**src/sv/tbpf_pkg.sv**
```systemverilog
`timescale 1ns / 1ps
// Shared constants, types and helpers for the tiled background pixel fetch block.
// Used by every module of the block; depends on nothing else.
package tbpf_pkg;

	localparam int VIDEO_HALFWORDS = 65536;
	localparam int VRAM_AW = $clog2(VIDEO_HALFWORDS);
	// One more bit than the memory address, so that an index past the end can be seen.
	localparam int VRAM_IW = VRAM_AW + 1;
	localparam logic [VRAM_IW-1:0] VRAM_LIMIT = VRAM_IW'(VIDEO_HALFWORDS);

	localparam int SCREEN_COLUMNS = 240;

	localparam int PAL_ENTRIES = 256;
	localparam int PAL_AW = $clog2(PAL_ENTRIES);

	localparam int FIFO_DEPTH = 4;
	localparam int FIFO_AW = $clog2(FIFO_DEPTH);
	localparam int FIFO_CW = FIFO_AW + 1;

	typedef enum logic [1:0] {
		OP_VRAM_WR = 2'd0,
		OP_PAL_WR  = 2'd1,
		OP_RENDER  = 2'd2
	} opcode_t;

	localparam logic CFG_SCREEN_BASE = 1'b0;
	localparam logic CFG_CHAR_BASE   = 1'b1;

	typedef struct packed {
		logic               we;
		logic               re;
		logic [VRAM_AW-1:0] addr;
		logic [15:0]        wdata;
	} vram_req_t;

	typedef struct packed {
		logic              we;
		logic [PAL_AW-1:0] waddr;
		logic [15:0]       wdata;
		logic              re;
		logic [PAL_AW-1:0] raddr;
	} pal_req_t;

	typedef struct packed {
		logic [15:0] pixel_index;
		logic [31:0] pixel_color;
	} pix_t;

	// 15-bit BGR to a colour word with red, green and blue in the top three bytes.
	function automatic logic [31:0] expand_bgr(input logic [15:0] bgr);
		return {bgr[4:0], 3'b000, bgr[9:5], 3'b000, bgr[14:10], 3'b000, 8'h00};
	endfunction

endpackage

```
**src/sv/tbpf_palette.sv**
```systemverilog
`timescale 1ns / 1ps
// Background palette memory: one write and one registered read per cycle.
// A read and a write to the same entry in one cycle return the old value.
// Depends on tbpf_pkg for its depth and request type.
module tbpf_palette (
	input  logic               clk,
	input  tbpf_pkg::pal_req_t req,
	output logic [15:0]        rdata
);

	logic [15:0] mem [tbpf_pkg::PAL_ENTRIES];

	always_ff @(posedge clk) begin
		if (req.we) begin
			mem[req.waddr] <= req.wdata;
		end
	end

	always_ff @(posedge clk) begin
		if (req.re) begin
			rdata <= mem[req.raddr];
		end
	end

endmodule

```
**config.mk**
```make
export PLATFORM = sky130hd
export DESIGN_NAME = tbpf_palette
export DESIGN_NICKNAME = d
export VERILOG_FILES = /design/src/sv/tbpf_pkg.sv /design/src/sv/tbpf_palette.sv
export SDC_FILE = /design/constraint.sdc
export NUM_CORES = 2
export LEC_CHECK = 0
export BUFFER_PORTS_ARGS = -buffer_cell sky130_fd_sc_hd__clkbuf_2
export CORE_MARGIN = 2
export CORE_UTILIZATION = 50
export DETAILED_ROUTE_END_ITERATION = 6
export GPL_ROUTABILITY_DRIVEN = 1
export HOLD_SLACK_MARGIN = 0.05
export PLACE_DENSITY = 0.68
export SLEW_MARGIN = 15
export SYNTH_ARGS = -nofsm -noshare
export SYNTH_HDL_FRONTEND = slang
export SYNTH_SLANG_ARGS = --single-unit
```
**constraint.sdc**
```tcl
create_clock -name clk -period 2.5 [get_ports clk]
set_input_delay 0.375 -clock clk [delete_from_list [all_inputs] [get_ports clk]]
set_output_delay 0.375 -clock clk [all_outputs]
set_load 0.01 [all_outputs]
```
Word-level counts from Yosys, hierarchy flattened
Memories as Yosys holds them, arrays and structs flattened. A register that Yosys moved wholly into a read port is not among the register bits.
Index checks and enable logic that the tools add are counted.
{"block": "totals", "ff_bits": 0, "in_bits": 35, "ram_bits": 4096, "n_memories": 1, "output_inout_bits": 16}
{"name": "mem", "depth": 256, "width": 16, "rd": 1, "rd_clocked_by_memory_dff": 1, "write_ports": 1, "line": "tbpf_palette.sv:11", "text": "logic [15:0] mem [tbpf_pkg::PAL_ENTRIES];"}
{"block": "classes", "muxes": 2}
{"op": "2-to-1 mux 1 bit", "count": 2}

Depth between registers and ports, before layout
{"block": "logic_depth", "ltp_word": 2, "depth_mapped": 12, "ltp_nobuf": 6}

Worst setup path before layout
Ideal clock, no wire load.
{"block": "synth_path", "kind": "input -> register", "start": "input req[0] (netlist name)", "end": "register rdata[4], read port of mem, data pin", "arrival_time_ps": 2359, "cell_stages": 8, "setup_slack_ps": -124, "t_required_ps": 2235, "setup_ps": 265, "path_cell_list": "buf_6 buf_6 buf_2 mux4_2 mux4_2 a22o_1 o32ai_2 nor4_2"}
{"element": "start, declared", "line": "tbpf_palette.sv:7", "text": "input tbpf_pkg::pal_req_t req,"}
{"element": "end, declared", "line": "tbpf_palette.sv:8", "text": "output logic [15:0] rdata"}

==> metrics <==
status=finished with violations; failing checks=setup timing; RD Place Congestion=0.9227; First-pass DRT Iterations=6; switching power=30.91 mW; htree depth=5; Syn Area/Cell=21.59 um2; final max-slew violation count=0; CTS tree=yes; setup_tns=-0.2413 ns; Sequential Power Share=53.1%; Leak=60.76 nW; Synth Flop Type=edfxtp_1; placed inst area=173400 um2; Worst slew margin=34.69%; area of the die=322300 um2; setup ws final=-0.08857 ns; synthesized cell area=158900 um2; power share of the clock group=41.1%; Die Span X=567.7 um; peak fanout along the critical path=23; Setup Fix Bufs, Post-CTS=0; Crit Path Category=in -> reg; dominant cell type by area after synthesis=edfxtp_1; Min Hold Slack=0.2213 ns; global-route wire length before repair=601100 um; Final period util=103.5%; asr flop ratio synth=0%; Syn Inst Count=7360; CTS root buf=clkbuf_16; GR Util met2=41.20%; Final Net Count=8501; Clock Sinks=4112; CP Launch Type=input pin; post-synth cell types=51; Cell Count, Final, Fillers Out=12960; core area=315500 um2; peak supply drop=702.8 uV; min cycle time layout=2.589 ns; largest net degree at the start of global routing=109; total CTS buffers=399; Bufs on Longest Clock Path=4; final setup fails=6; final core occ=59.26%; Hold Crit Class=in -> reg; top-count cell post-synth=edfxtp_1; most used routing layer=met2; Net Sw Frac=21.55%; top cell type's share of synthesized area=77.72%; routing usage on met3=5.543%; PortBufs=50; Layout Skew=0.07683 ns; Crit. End Element=register; GR Util All Layers=26.05%; Worst Path Required=3.30 ns; Comb pwr share=5.9%; final hold vios=0; clk slew on worst S/H paths=0.06 ns; Synth Net Count=7395; drt via density=6.363; Seq/Total Area, Yosys=77.72%; DR DRC count=0; Max Freq=386.3 MHz; Worst Tran Pin Value=0.9796 ns; Yosys reg bits=4112; die height=567.7 um; I/O pin cnt=51; vias in the first global route=81990; max-cap violation count=0; share of layout cells above drive strength 1=30.90%; final WL=423900 um; dpl cells=12210; hpwl dp=270000 um; layout overhead on the synthesized area=17.68%; Overall Power=143.4 mW; fin area=187000 um2; arrival time worst endpoint=3.38 ns; Pint=112.5 mW; initial detailed-routing violation count=11510; Layout fillers=22040; pwr/cell area=767.1 nW/um2; Vias=82480; Clk Latency, worst-skew pair=0.97 ns; initial antenna violation count=25; CP peak stage delay=0.79 ns; Place WS=-1.185 ns; RSZ-0062 raised after global routing=yes; GR Overflow Total=0; met1 Use GR=36.05%; Initial Utilization=50.36%; Crit-path slowest cell=o31ai_1; top post-synthesis cells by count=edfxtp_1, mux4_2, mux2i_1; crit path cell chain=buf_12 -> buf_12 -> buf_4 -> buf_4 -> mux2i_1 -> o221ai_1 -> a21oi_1 -> o31ai_1 -> o32ai_4 -> buf_6 -> nor4_2; Area contributors post-synth=edfxtp_1, mux4_2, mux2i_1; Post-synth EDFFs=4112; Synth Warn #=0; wire per inst=32.70 um; Post-DRT Antenna Nets=0; Rows=206
layout by cell type, fill, tap and decap left out, types with 84 or more instances in the layout:
master	n
mux2_2	88
clkinv_1	90
nor3_1	84
edfxtp_1	4112
a21oi_1	175
clkbuf_1	90
mux4_2	797
nor2_1	251
clkbuf_16	401
buf_4	833
o221ai_1	251
o22ai_1	148
buf_12	249
mux2i_1	565
cells by family (layout without fill, tap and decap cells):
kind of cell,after synthesis,after routing,share of synthesized area (%)
and+or+nand+nor,556,556,1.573
other,0,16,0
DFF,4112,4112,77.72
buffers and inverters,456,1883,1.692
AOI/OAI and AO/OA,786,786,3.534
muxes,1450,1450,15.48
final cells by class:
cell class | count | area, um2 | area share (%)
Antenna cell | 16 | 40.04 | 0.02142
Clock buffer | 491 | 10370 | 5.548
Clock inverter | 231 | 2416 | 1.292
Inverter | 4 | 27.53 | 0.01472
Multi-Input combinational cell | 2792 | 33470 | 17.90
Sequential cell | 4112 | 123500 | 66.04
Tap cell | 4160 | 5205 | 2.784
Timing Repair Buffer | 1157 | 11960 | 6.395
state kept, by name (all words and copies together) (netlist names):
signal  flops
mem      4096
rdata      16
path summary, 6_finish.rpt:
check,startpoint,end,cells after the start,slack (ns)
max,req[0],rdata[0]$_DFFE_PP_,11,-0.09
min,req[7],rdata[4]$_DFFE_PP_,4,0.22
max reg2reg,mem[63][8]$_DFFE_PP_,rdata[8]$_DFFE_PP_,6,-0.06
min reg2reg,mem[208][2]$_DFFE_PP_,rdata[2]$_DFFE_PP_,6,1.17
critical path: cells and delay by family:
family	cells	cell delay (ns)
AO/OA/AOI/OAI	4	1.41
buffers and inverters	5	1.14
AND/OR/NAND/NOR	1	0.27
multiplexers	1	0.12
power by group through the flow:
stage / clock network [mW] / logic [mW] / registers, mW
floorplan: 0 / 3.77 / 77.6
global placement: 0 / 7.97 / 77.6
detailed placement: 0 / 8.13 / 77.6
CTS: 59.6 / 8.28 / 76.1
global route: 62.1 / 8.71 / 76.1
finish: 58.9 / 8.40 / 76.1
what timing repair did:
| action | in CTS | in global routing |
|---|---|---|
| hold buffers | 17 | 0 |
| hold endpoints to repair | 965 | 0 |
| resized for setup | 61 | 43 |
| pin swaps | 10 | 12 |
| endpoints found under the setup margin | 16 | 16 |
layer usage:
layer | wire length [um] | up-vias | share of wire [%]
met2 | 202300 | 4602 | 48
met1 | 161100 | 43610 | 38
met4 | 16460 | 12 | 3.9
met5 | 70 | - | 0.017
li1 | - | 33560 | -
met3 | 43950 | 701 | 10
(Power assumes the default switching activity.)
