## src/sv/tbpf_pkg.sv

```systemverilog
`timescale 1ns / 1ps
// Shared constants, types and helpers for the tiled background pixel fetch block.
// Used by every module of the block; depends on nothing else.
package tbpf_pkg;

	localparam int VIDEO_HALFWORDS = 65536;
	localparam int VRAM_AW = $clog2(VIDEO_HALFWORDS);
	// One more bit than the memory address, so that an index past the end can be seen.
	localparam int VRAM_IW = VRAM_AW + 1;
	localparam logic [VRAM_IW-1:0] VRAM_LIMIT = VRAM_IW'(VIDEO_HALFWORDS);

	localparam int SCREEN_COLUMNS = 240;

	localparam int PAL_ENTRIES = 256;
	localparam int PAL_AW = $clog2(PAL_ENTRIES);

	localparam int FIFO_DEPTH = 4;
	localparam int FIFO_AW = $clog2(FIFO_DEPTH);
	localparam int FIFO_CW = FIFO_AW + 1;

	typedef enum logic [1:0] {
		OP_VRAM_WR = 2'd0,
		OP_PAL_WR  = 2'd1,
		OP_RENDER  = 2'd2
	} opcode_t;

	localparam logic CFG_SCREEN_BASE = 1'b0;
	localparam logic CFG_CHAR_BASE   = 1'b1;

	typedef struct packed {
		logic               we;
		logic               re;
		logic [VRAM_AW-1:0] addr;
		logic [15:0]        wdata;
	} vram_req_t;

	typedef struct packed {
		logic              we;
		logic [PAL_AW-1:0] waddr;
		logic [15:0]       wdata;
		logic              re;
		logic [PAL_AW-1:0] raddr;
	} pal_req_t;

	typedef struct packed {
		logic [15:0] pixel_index;
		logic [31:0] pixel_color;
	} pix_t;

	// 15-bit BGR to a colour word with red, green and blue in the top three bytes.
	function automatic logic [31:0] expand_bgr(input logic [15:0] bgr);
		return {bgr[4:0], 3'b000, bgr[9:5], 3'b000, bgr[14:10], 3'b000, 8'h00};
	endfunction

endpackage

```

## src/sv/tbpf_out_fifo.sv

```systemverilog
`timescale 1ns / 1ps
// Small result queue that decouples the render pipeline from the output stall.
// Depends on tbpf_pkg for its depth and entry type.
module tbpf_out_fifo (
	input  logic                          clk,
	input  logic                          arst_n,
	input  logic                          push,
	input  tbpf_pkg::pix_t                din,
	input  logic                          pop,
	output tbpf_pkg::pix_t                dout,
	output logic                          not_empty,
	output logic [tbpf_pkg::FIFO_CW-1:0]  count
);

	tbpf_pkg::pix_t                 entries [tbpf_pkg::FIFO_DEPTH];
	logic [tbpf_pkg::FIFO_AW-1:0]   wr_ptr_q;
	logic [tbpf_pkg::FIFO_AW-1:0]   rd_ptr_q;
	logic [tbpf_pkg::FIFO_CW-1:0]   count_q;

	always_ff @(posedge clk) begin
		if (push) begin
			entries[wr_ptr_q] <= din;
		end
	end

	always_ff @(posedge clk or negedge arst_n) begin
		if (!arst_n) begin
			wr_ptr_q <= '0;
			rd_ptr_q <= '0;
			count_q  <= '0;
		end else begin
			if (push) begin
				wr_ptr_q <= wr_ptr_q + 1'b1;
			end
			if (pop) begin
				rd_ptr_q <= rd_ptr_q + 1'b1;
			end
			if (push && !pop) begin
				count_q <= count_q + 1'b1;
			end else if (pop && !push) begin
				count_q <= count_q - 1'b1;
			end
		end
	end

	assign dout      = entries[rd_ptr_q];
	assign not_empty = (count_q != '0);
	assign count     = count_q;

endmodule

```

## config.mk

```make
export PLATFORM = sky130hd
export DESIGN_NAME = tbpf_out_fifo
export DESIGN_NICKNAME = d
export VERILOG_FILES = /design/src/sv/tbpf_pkg.sv /design/src/sv/tbpf_out_fifo.sv
export SDC_FILE = /design/constraint.sdc
export NUM_CORES = 1
export LEC_CHECK = 0
export ABC_AREA = 1
export BUFFER_PORTS_ARGS = -buffer_cell sky130_fd_sc_hd__buf_4
export CORE_ASPECT_RATIO = 1.25
export CORE_UTILIZATION = 31
export CTS_BUF_LIST = sky130_fd_sc_hd__clkbuf_4
export CTS_CLUSTER_SIZE = 24
export DETAILED_ROUTE_END_ITERATION = 8
export GPL_ROUTABILITY_DRIVEN = 0
export PLACE_DENSITY = 0.54
export SETUP_SLACK_MARGIN = 0.15
export SYNTH_ARGS = -nofsm -noshare
export SYNTH_HDL_FRONTEND = slang
export SYNTH_SLANG_ARGS = --single-unit
```

## constraint.sdc

```tcl
create_clock -name clk -period 2.68 [get_ports clk]
set_input_delay 0.536 -clock clk [delete_from_list [all_inputs] [get_ports clk]]
set_output_delay 0.536 -clock clk [all_outputs]
set_load 0.01 [all_outputs]
```

# Word-level counts from Yosys, hierarchy flattened
# Memories as Yosys holds them, arrays and structs flattened.
# Index checks and enable logic that the tools add are counted.
dict set report word_totals {
  inputBits 52
  reg_bits 7
  ram_bits 192
  n_memories 1
  word_cells 18
}
# memory words word_bits rd rd_clocked_by_memory_dff write_ports line_no
set mem_list {}
lappend mem_list {entries 4 48 1 0 1 tbpf_out_fifo.sv:15} ;# tbpf_pkg::pix_t entries [tbpf_pkg::FIFO_DEPTH];
dict set report classes {
  add_sub_neg 4
  mux 4
  reduce_logical 6
}
# cell n
set ops {}
lappend ops {{3-bit two-way mux} 2}
lappend ops {{2-bit by 1-bit adder with 2-bit output (second input constant)} 2}
lappend ops {{3-bit by 1-bit adder with 3-bit output (second input constant)} 1}
lappend ops {{3-bit nonzero test} 1}
lappend ops {{3-bit by 1-bit subtractor with 3-bit output (second input constant)} 1}
lappend ops {{1-bit logical AND} 2}
lappend ops {{1-bit zero test} 2}
lappend ops {{1-bit two-way mux} 2}
lappend ops {{2-bit nonzero test} 1}

# Longest topological paths before layout
# Gate-level depths: netlist (run 1).
dict set report depth {
  depth_word 4
  depth_mapped 9
}

# Least setup slack after synthesis (run 1)
# No wires, ideal clock.
dict set report synth_path {
  path_type {input -> register}
  startpoint {input push}
  endpoint {memory entries[1][0] (netlist name), enable pin}
  n_path_buf 1
  path_slack_ns 0.511
  path_stages 3
  arrival_time_ns 1.766
  path_cell_list {clkbuf_1 > nand2_1 > inv_1}
}
dict set report synth_via {
  elab_chain_len 2
}
# item line_no
set synth_rtl {}
lappend synth_rtl {{from (decl)} tbpf_out_fifo.sv:7} ;# input logic push,
lappend synth_rtl {{1-bit two-way mux} tbpf_out_fifo.sv:21} ;# if (push) begin
lappend synth_rtl {{1-bit two-way mux (implied by the code)} tbpf_out_fifo.sv:22} ;# entries[wr_ptr_q] <= din;
lappend synth_rtl {{to (decl)} tbpf_out_fifo.sv:15}
# No other way between the ends.

==> flow_results.org, run 1 <==
** Status
- Result of the run :: finished, final reports clean

** Power and ir drop
- In this run the static leakage power is 3.94 nW.
- IR analysis of the VDD net gives a maximum drop of 0.430 mV.
- Power density of the placed cells :: 1060 mW/mm^2

** Critical path
- Reg-to-Reg Start :: wr_ptr_q[0]$_DFFE_PN0P_
- Across all register-to-register paths, the minimum setup slack is 1200 ps.
- The worst setup path is captured at an output port.
- Setup Crit Path Kind :: reg2out
- In this design, the largest share of critical-path delay is due to flip-flops.
- Worst path arrival time :: 1890 ps
- Capture point of the worst reg-to-reg path :: entries[0][29]$_DFFE_PP_
- The number of cells on the worst reg-to-reg path is 5.
- WP data required :: 2140 ps
- Kind of launch point of the worst setup path :: flop
- Among all stages on the critical path, the largest delay is contributed by dfrtp_4.
- Of all nets on the critical path, the largest fanout is 8.
- For this run, the slowest stage of the critical path takes 530 ps.
- Traced cell by cell, the critical path runs through buf_12 > clkbuf_16 > o211ai_1 > nand2_1 > buf_4.
- Number of buffer and inverter stages on the critical path :: 3

** Timing
- Final period utilization :: 90.6%
- Setup violations remaining at the end of the flow were counted as 0.
- The count of final hold-check violations came to 0.
- Timing would allow up to 412 MHz.
- For the pin with the worst max-slew slack, the measured transition is 335 ps.
- Hold timing on the final database bottoms out at a slack of 113 ps.
- Final Critical Period :: 2430 ps
- The count of final max-slew check failures came to 0.
- Max-slew headroom :: 77.7%
- The clock arrives with 23.3 ps of skew.
- Post-route setup TNS :: 0 ps
- Setup repair after global routing could not meet its margin everywhere.

** Floorplan
- Die Outline Area :: 0.0270 mm^2
- Horizontal die dimension :: 147 um
- The floorplan has 66 rows.
- The die is 183 um tall.
- For this configuration, the core starts out at a cell density of 31.5%.
- The floorplan step defined a core boundary enclosing 0.0259 mm^2.
- I/O pin cnt :: 104

** Final layout
- Final net count :: 782
- The library cells used most frequently in the layout, excluding fill and tap cells, are edfxtp_1 (192), nand2_1 (158), buf_4 (105), inv_1 (103), o211ai_1 (78).
- Area growth syn-to-layout :: 20.8%
- Most frequent standard cell in the layout excluding fill and tap cells :: edfxtp_1
- Ratio of cells with drive above 1 in the final layout :: 25.1%
- With fillers left out, the area of the finished cells amounts to 0.00987 mm^2.

** Synthesis
- Sequential cells were found to cover 72.7% of the synthesized design area.
- The cell area that synthesis handed to floorplanning was 0.00817 mm^2.
- The cell count after synthesis came out at 608.
- The synthesized netlist contains 19 unique library cells.
- A synthesized cell averages 13.4 um^2.
- Yosys warns :: 0
- The synthesized design contains 199 register bits.
- Synthesis produced a netlist with a net count of 666.

** Route
- Wire segments on met3 add up to 764 um in the final route.
- Uppermost routed layer :: met4
- After detailed routing, the number of remaining DRC violations is 0.
- Detailed routing placed a total of 8790 um of wire on met2.
- Number of search-and-repair iterations in the first detailed-routing pass :: 5
- After the first detailed-routing iteration, the DRC count stood at 254.
- For this block, wires on met1 add up to 7550 um.
- Routed wirelength normalized by instance count :: 16.1 um
- Vias post-DR :: 4800
- The count of nets left with antenna violations once routing finished came out at 0.
- Dividing the detail-routed via count by the number of cells gives 4.45.
- Total length of routed wires :: 17400 um

** Placement
- The count of buffers added on input and output ports is 103.
- In this run the cell area measured after placement is 0.00927 mm^2.
- Detailed Place HPWL :: 8830 um

** Hold path
- Hold path start :: din[35]
- Worst hold endpoint :: entries[3][35]$_DFFE_PP_
- Counting instances, the worst hold path has a depth of 1.
- The path class of the tightest hold or removal check is in2reg.

** Global routing
- Entering global routing, the biggest net connects 72 pins.
- For this run, the total global-route usage over all layers was measured as 12.2%.
- Total grt overflow :: 0
- Global-route wire length before repair :: 24600 um
- Number of antenna violations at the first check in global routing :: 1
- The number of global-route vias before repair is 4704.

** Clocking
- CTS saw 199 sinks.
- Num CTS Buffers :: 17
- The tree is rooted in a clkbuf_4.
- In this run the deepest clock path goes through 2 buffers.
- Deepest level of the CTS H-tree :: 4
- Clk slew on worst S/H paths :: 180 ps
- TritonCTS clock tree :: yes
- Clk Latency, worst-skew pair :: 590 ps

** Job
- Max-cap viol count :: 0
## metal layers
layer	up-vias	global-route usage [%]
met5	-	0
met4	0	5.07
met3	16	3.30
met2	99	21.8
met1	2346	13.7
li1	2339	-
## Yosys cell counts
| library cell | number | area (um^2) |
|---|---|---|
| nor2_1 | 1 | 3.75 |
| nand2_1 | 158 | 593 |
| nand4_1 | 1 | 6.26 |
| o211ai_1 | 78 | 586 |
| nand3_1 | 1 | 5.00 |
| inv_2 | 1 | 3.75 |
| inv_1 | 107 | 402 |
| fa_1 | 1 | 20.0 |
| o211ai_2 | 18 | 225 |
| o21ai_1 | 1 | 5.00 |
| dfrtp_1 | 7 | 175 |
| buf_4 | 6 | 45.0 |
| xor2_1 | 3 | 26.3 |
| edfxtp_1 | 192 | 5770 |
| buf_2 | 5 | 25.0 |
| ha_1 | 5 | 62.6 |
| xnor2_1 | 1 | 8.76 |
| buf_6 | 17 | 191 |
| clkbuf_1 | 5 | 18.8 |
## logic make-up after synthesis
| kind of cell | after synthesis | share of synthesized area [%] |
|---|---|---|
| xor+xnor | 4 | 0.429 |
| buf+inv | 141 | 8.39 |
| simple gates | 161 | 7.44 |
| flops | 199 | 72.7 |
| fa+ha+maj | 6 | 1.01 |
| compound gates | 97 | 9.99 |
## where the power goes
group          switching [W]  internal (W)  total, W
combinational        0.00261       0.00202   0.00462
clock                0.00105      0.000570   0.00162
sequential          0.000173       0.00407   0.00424
total                0.00383       0.00666    0.0105
## flip-flops by register name (all words and copies together), names as in the netlist
name	cells
entries	192
count	3
rd_ptr_q	2
wr_ptr_q	2
## worst max path at each step
stage | to | slack [ps] | cells after the start | from
3_5_place_dp | dout[3] | 720 | 5 | rd_ptr_q[0]$_DFFE_PN0P_
2_1_floorplan | entries[1][0]$_DFFE_PP_ | 510 | 3 | push
3_3_place_gp | dout[1] | 750 | 5 | rd_ptr_q[0]$_DFFE_PN0P_
4_1_cts | dout[34] | 180 | 5 | rd_ptr_q[1]$_DFFE_PN0P_
5_1_grt | dout[27] | 130 | 5 | rd_ptr_q[0]$_DFFE_PN0P_
6_report | dout[28] | 250 | 5 | rd_ptr_q[0]$_DFFE_PN0P_
## layout make-up
type | count | area, um^2
Sequential cell | 199 | 5950
Multi-Input combinational cell | 268 | 1540
Fill cell | 2457 | 16100
Tap cell | 340 | 425
Clock buffer | 17 | 128
Timing Repair Buffer | 130 | 1260
Inverter | 108 | 405
Antenna cell | 1 | 2.50
Clock inverter | 15 | 161
## through the flow
step / instances / utilization (%) / total power, W / setup WS, ps
2_1_floorplan: 608 / - / 0.00684 / 511
3_3_place_gp: 1028 / 35.7 / 0.00836 / 747
3_5_place_dp: 1028 / 35.7 / 0.00841 / 721
4_1_cts: 1064 / 37.0 / 0.0101 / 179
5_1_grt: 1078 / 38.0 / 0.0112 / 129
6_report: 1078 / 38.0 / 0.0105 / 252
## timing repair
item,CTS,global route
setup endpoints to repair,38,27
hold endpoints to repair,7,0
resized for setup,1,9
buffers inserted,3,3
hold buffers,1,0
pin swaps,0,19
gates cloned,0,10
No activity file was read; power rests on OpenSTA's default activity.
==> inputs of run 2 (changes only) <==
--- a/config.mk
+++ b/config.mk
@@ -13,7 +13,7 @@
 export CTS_CLUSTER_SIZE = 24
 export DETAILED_ROUTE_END_ITERATION = 8
 export GPL_ROUTABILITY_DRIVEN = 0
-export PLACE_DENSITY = 0.54
+export PLACE_DENSITY = 0.52
 export SETUP_SLACK_MARGIN = 0.15
 export SYNTH_ARGS = -nofsm -noshare
 export SYNTH_HDL_FRONTEND = slang
==> run 2 against run 1 <==
Compared with the run above: register-to-register slack lost 350 ps; count of clock-buffer cells in the layout is the same; final cell count shrank 0.28%; critical path type unchanged; critical endpoint is now dout[35]; largest cell class unchanged; highest routed layer unchanged.
==> flow_results.org, run 2 (synthesized netlist as in run 1, its figures left out) <==
** Final layout
- Register with the most flip-flops :: entries
- After routing the design area is 0.00981 mm^2.
- Finished Core Util :: 37.8%
- Number of fill cells in the layout :: 2537
- Ratio of cells with drive above 1 in the final layout :: 24.8%
- After the last flow step, the layout net total stands at 779.
- Most frequent standard cell in the layout excluding fill and tap cells :: edfxtp_1
- Final non-filler cell total :: 1075
- The register with the most flip-flops in the layout has 192 of them.
- Relative to the synthesized area, the layout overhead comes to 20.1%.
- In the layout the commonest cells are edfxtp_1 (192), nand2_1 (158), buf_4 (112), inv_1 (103), o211ai_1 (78).

** Route
- Total DRC errors in the routed layout :: 0
- Number of search-and-repair iterations in the first detailed-routing pass :: 4
- After the first detailed-routing iteration, the DRC count stood at 194.
- In the final routed layout, each cell accounts on average for 15.4 um.
- After detailed routing, the total wire length is 16600 um.
- Detailed routing inserted a total of 4681 vias.
- Antenna violation net count after detailed routing :: 0
- Mean number of vias per cell :: 4.35

** Global routing
- The initial antenna violation count was 1.
- Global-route wire length before repair :: 25200 um
- Entering global routing, the biggest net connects 49 pins.
- Global-route usage over all layers :: 12.6%
- The number of global-route vias before repair is 4654.
- Global routing finished with a remaining overflow of 0.

** Timing
- Adding up every negative setup slack in the final design gives 0 ps.
- Setup violations remaining at the end of the flow were counted as 0.
- Maximum clock rate :: 406 MHz
- Final period utilization :: 91.9%
- Max-slew headroom :: 61.4%
- Setup repair after global routing could not meet its margin everywhere.
- Measured slew at the worst slew-check pin :: 578 ps
- Final critical-path setup slack :: 218 ps
- Final max-slew violation count :: 0
- The count of final hold-check violations came to 0.
- Final Critical Period :: 2460 ps
- Post-Route Skew :: 27.5 ps

** Critical path
- Capturing element type of the critical path :: output port
- Worst path arrival time :: 1930 ps
- The critical path is of the reg2out type.
- STA puts the critical path data required time at 2140 ps.
- Kind of launch point of the worst setup path :: flop
- Highest fanout seen on the critical path :: 33

** Status
- The run finished with clean final reports.

** Clocking
- CTS placed an instance of clkbuf_4 at the clock tree root.
- Deepest level of the CTS H-tree :: 4
- Counting along the longest clock path gives a buffer depth of 2.
- Clock sink total :: 199
- Num CTS Buffers :: 17
- TritonCTS clock tree :: yes
- Clk slew on worst S/H paths :: 170 ps
- Clk Latency, worst-skew pair :: 610 ps

** Floorplan
- For this configuration, the core starts out at a cell density of 31.5%.
- Chip Height :: 183 um
- Core box area :: 0.0259 mm^2
- I/O pin cnt :: 104
- Number of cell rows :: 66
- Die Outline Area :: 0.0270 mm^2
- In this run the horizontal extent of the chip is 147 um.

** Power and ir drop
- Leakage power total :: 3.92 nW
- Across the VDD grid, the largest voltage drop is 0.493 mV.
- Power density of the placed cells :: 1060 mW/mm^2

** Hold path
- Hold WC Path Type :: in2reg

** Placement
- Once placement finished, the instance area stood at 0.00930 mm^2.
- The HPWL after detailed placement is 9450 um.
- Input and output buffers added on the ports amount to 103.
- Pre-CTS setup slack :: 676 ps
- Placed cells :: 1033

** Job
- Max-cap violations in this run came to 0.
run 2: cell count changes in the layout (fill, tap and decap cells not counted), sizes merged:
cell      previous run  this run
clkbuf              23        20
bufinv               2         3
clkinvlp             3         1
inv                115       116
run 2: per-layer routing:
metal	part of all wire (%)	wire [um]	vias up	global-route usage, %
li1	-	-	2330	-
met2	50	8310	89	21.8
met1	44	7340	2243	14.9
met4	1.8	294	0	5.48
met5	0	0	-	0
met3	3.7	618	19	2.90
run 2: what timing repair did:
action,CTS,global route
hold endpoints to repair,7,0
setup endpoints to repair,48,18
hold buffers,1,0
cloned,0,2
resized for setup,3,5
buffers inserted,4,2
pin swaps,0,13
run 2: where the power goes:
group          internal (W)  switching (W)  leakage [nW]  total, W
sequential          0.00407       0.000173          1.84   0.00424
combinational       0.00186        0.00248          1.90   0.00435
clock              0.000693        0.00110         0.177   0.00179
total               0.00663        0.00376          3.92    0.0104
run 2: critical path, cell delays in order (launching register included):
cell,delay (ps)
dfrtp_4,530
buf_12,160
buf_12,170
o211ai_1,220
nand2_1,80
buf_4,150
run 2: layout make-up:
cell class	count	area, um^2	area share (%)
well taps	340	425	4.34
clock inverters	15	209	2.13
clock buffers	17	128	1.30
flip-flops and latches	199	5950	60.6
repair buffers	127	1140	11.7
multi-input cells	268	1540	15.7
diodes	1	2.50	0.0255
inverters	108	410	4.19
run 2: final timing paths:
kind / start / end / slack, ps / depth (start not counted)
min reg2reg: count[2]$_DFFE_PN0P_ / count[2]$_DFFE_PN0P_ / 530 / 2
max: rd_ptr_q[0]$_DFFE_PN0P_ / dout[35] / 220 / 5
max in group asynchronous: arst_n / rd_ptr_q[0]$_DFFE_PN0P_ / 2280 / 2
min in group asynchronous: arst_n / count[2]$_DFFE_PN0P_ / 240 / 2
min: pop / rd_ptr_q[0]$_DFFE_PN0P_ / 100 / 2
max reg2reg: wr_ptr_q[0]$_DFFE_PN0P_ / entries[0][0]$_DFFE_PP_ / 850 / 5
run 2: metrics by stage:
stage	hold slack [ps]	total power, W
after floorplan	240	0.00684
after global routing	44.8	0.0111
after global placement	363	0.00843
final	105	0.0104
after detailed placement	363	0.00846
after CTS	24.6	0.0104
==> inputs of run 3 (changes only) <==
--- a/config.mk
+++ b/config.mk
@@ -14,7 +14,9 @@
 export DETAILED_ROUTE_END_ITERATION = 8
 export GPL_ROUTABILITY_DRIVEN = 0
 export PLACE_DENSITY = 0.52
+export RECOVER_POWER = 100
 export SETUP_SLACK_MARGIN = 0.15
+export SKIP_LAST_GASP = 1
 export SYNTH_ARGS = -nofsm -noshare
 export SYNTH_HDL_FRONTEND = slang
 export SYNTH_SLANG_ARGS = --single-unit
==> run 3 against run 2 <==
Compared with the run above: the run now ends with max-capacitance violations, max-slew violations left; non-clock buffer count is the same; global-route usage is the same; via count shrank 0.11%; sequential cell count is the same; register-to-register slack lost 520 ps; largest cell class unchanged.
==> flow_results.org, run 3 (synthesized netlist as in run 1, its figures left out) <==
** Timing
- Timing would allow up to 402 MHz.
- Clock skew on the completed layout was measured at 27.4 ps.
- In this run the tightest slew margin relative to its limit is -6.20%.
- Unrepaired setup endpoints after global routing :: true
- Final-layout worst hold slack :: 111 ps
- The smallest clock period supported by the final layout is computed as 2490 ps.
- Adding up every negative setup slack in the final design gives 0 ps.
- Final Hold Viols :: 0
- At the pin with the least slew margin, the transition time is 1590 ps.
- Number of setup violations in the final report :: 0
- The count of final max-slew check failures is 49.
- Final period utilization :: 92.9%

** Route
- Routed wirelength normalized by instance count :: 15.4 um
- Violation count after the first detailed-route iteration :: 210
- Number of search-and-repair iterations in the first detailed-routing pass :: 4
- After detailed routing, the number of remaining DRC violations is 0.
- After detailed routing, the number of vias per cell comes to 4.35.
- The routed layout has 4676 vias.
- The detail route stage leaves a number of antenna-violating nets equal to 0.
- For this block, the routed nets add up to 16500 um of wire.

** Final layout
- Number of flip-flops under the largest register name :: 192
- Number of fill cells in the layout :: 2617
- Relative to the synthesized area, the layout overhead comes to 14.5%.
- Register with the most flip-flops :: entries
- Register cell area after layout :: 0.00595 mm^2
- In the final layout, the multi-input gates occupy 0.00153 mm^2.
- The library cell used most frequently in the layout, excluding fill and tap cells, is edfxtp_1.
- Measured on the finished design, the core utilization comes to 36.1%.
- In the final design database the tool counted 779 nets.
- The post-route netlist has 11.4% of its cells at a drive strength greater than 1.
- The top cell types in the final layout, fill and taps aside, are edfxtp_1 (192), nand2_1 (158), inv_1 (106), clkbuf_1 (92), o211ai_1 (80).

** Status
- The run finished, with violations left.
- The final reports fail on max-capacitance violations, max-slew violations.

** Critical path
- STA classifies the critical path endpoint as an output port.
- Highest fanout seen on the critical path :: 22
- The worst register-to-register path begins at wr_ptr_q[1]$_DFFE_PN0P_.
- Kind of launch point of the worst setup path :: flop
- Setup Crit Path Kind :: reg2out
- Data on the critical path is required at its endpoint by 2140 ps.
- In this run the worst setup path begins at rd_ptr_q[0]$_DFFE_PN0P_.
- Worst path arrival time :: 1950 ps

** Global routing
- The initial antenna violation count is 1.
- Global routing used 12.6% of the available tracks across all layers.
- The number of global-route vias before repair is 4654.
- Largest net degree at the start of global routing :: 49
- Total grt overflow :: 0
- The first global-routing pass estimated 25200 um of wire.

** Hold path
- The tightest min-delay check is of the in2reg type.
- Hold path start :: pop

** Power and ir drop
- Leakage power total :: 3.55 nW
- Power density of the placed cells :: 1050 mW/mm^2
- Power comes to 0.00981 W.
- Peak supply drop :: 0.450 mV

** Floorplan
- Chip Height :: 183 um
- The floorplan has 66 rows.
- In this run the standard cell core region covers 0.0259 mm^2.
- For this configuration, the core starts out at a cell density of 31.5%.
- The floorplan step defined a die boundary enclosing 0.0270 mm^2.
- Pin placement for this block handled 104 I/O pins.
- In this run the horizontal extent of the chip is 147 um.

** Clocking
- TritonCTS built the clock tree.
- Counting every sink on the clock net gives 199.
- The number of clock buffers added by TritonCTS is 17.
- Clk slew on worst S/H paths :: 170 ps
- The later pin in the worst-skew pair is clocked with a latency of 600 ps.
- Maximum clock insertion buffer count :: 2
- Deepest level of the CTS H-tree :: 4
- Root buffer cell :: clkbuf_4

** Placement
- In this run the tool buffered the top-level ports with 103 buffer cells.
- After legalization and detailed placement, the total HPWL measured 9450 um.

** Job
- Max-cap viol count :: 1
## run 3: cell count changes in the layout (fill, tap and decap cells not counted), sizes merged
cell,delta
clkbuf,+95
diode,+1
buf,-95
inv,-1
clkinv,+1
## run 3: power by group
group          switching, W  internal (W)
Clock               0.00110      0.000693
Sequential         0.000171       0.00408
Combinational       0.00244       0.00133
Total               0.00371       0.00610
## run 3: final timing paths
path,endpoint,slack (ps),cells past startpoint
min in group asynchronous,count[2]$_DFFE_PN0P_,360,2
worst max-delay path,dout[24],190,6
worst min-delay path,rd_ptr_q[0]$_DFFE_PN0P_,110,2
max in group asynchronous,rd_ptr_q[0]$_DFFE_PN0P_,1950,2
worst max register to register,entries[1][19]$_DFFE_PP_,330,5
worst min register to register,count[2]$_DFFE_PN0P_,520,2
## run 3: area by class of cell
cell class                 instances  area share (%)
timing repair buffer             127            7.49
inverter                         108            4.39
clock buffer                      17            1.36
sequential                       199            63.6
clock inverter                    15            2.23
tap                              340            4.55
multi-input combinational        268            16.4
antenna                            2          0.0535
## run 3: critical path: stages, from the launching register on
cell	delay [ps]
dfrtp_4	530
buf_12	160
buf_4	210
nand2_1	110
o211ai_2	70
nand2_1	80
clkbuf_1	190
## run 3: metal layers
metal	wire, um	vias to the layer above	global-route usage [%]
met5	0	-	0
met4	240	0	5.48
met3	592	17	2.90
met2	8310	82	21.8
met1	7390	2249	14.9
li1	-	2328	-
## run 3: repair_timing
item | 4_1_cts | 5_1_grt
hold buffers | 1 | 0
gates resized for setup | 3 | 5
pin swaps | 0 | 13
cloned | 0 | 2
endpoints found under the setup margin | 48 | 18
setup buffers | 4 | 2
endpoints found under the hold margin | 7 | 0
## run 3: stage by stage
step                cell area (um^2)  cells  setup WS (ps)
finish                          9360   1076            190
global route                    9350   1075           65.5
CTS                             9700   1070            147
detailed placement              9300   1033            676
global placement                9300   1033            692
floorplan                       8170    608            511
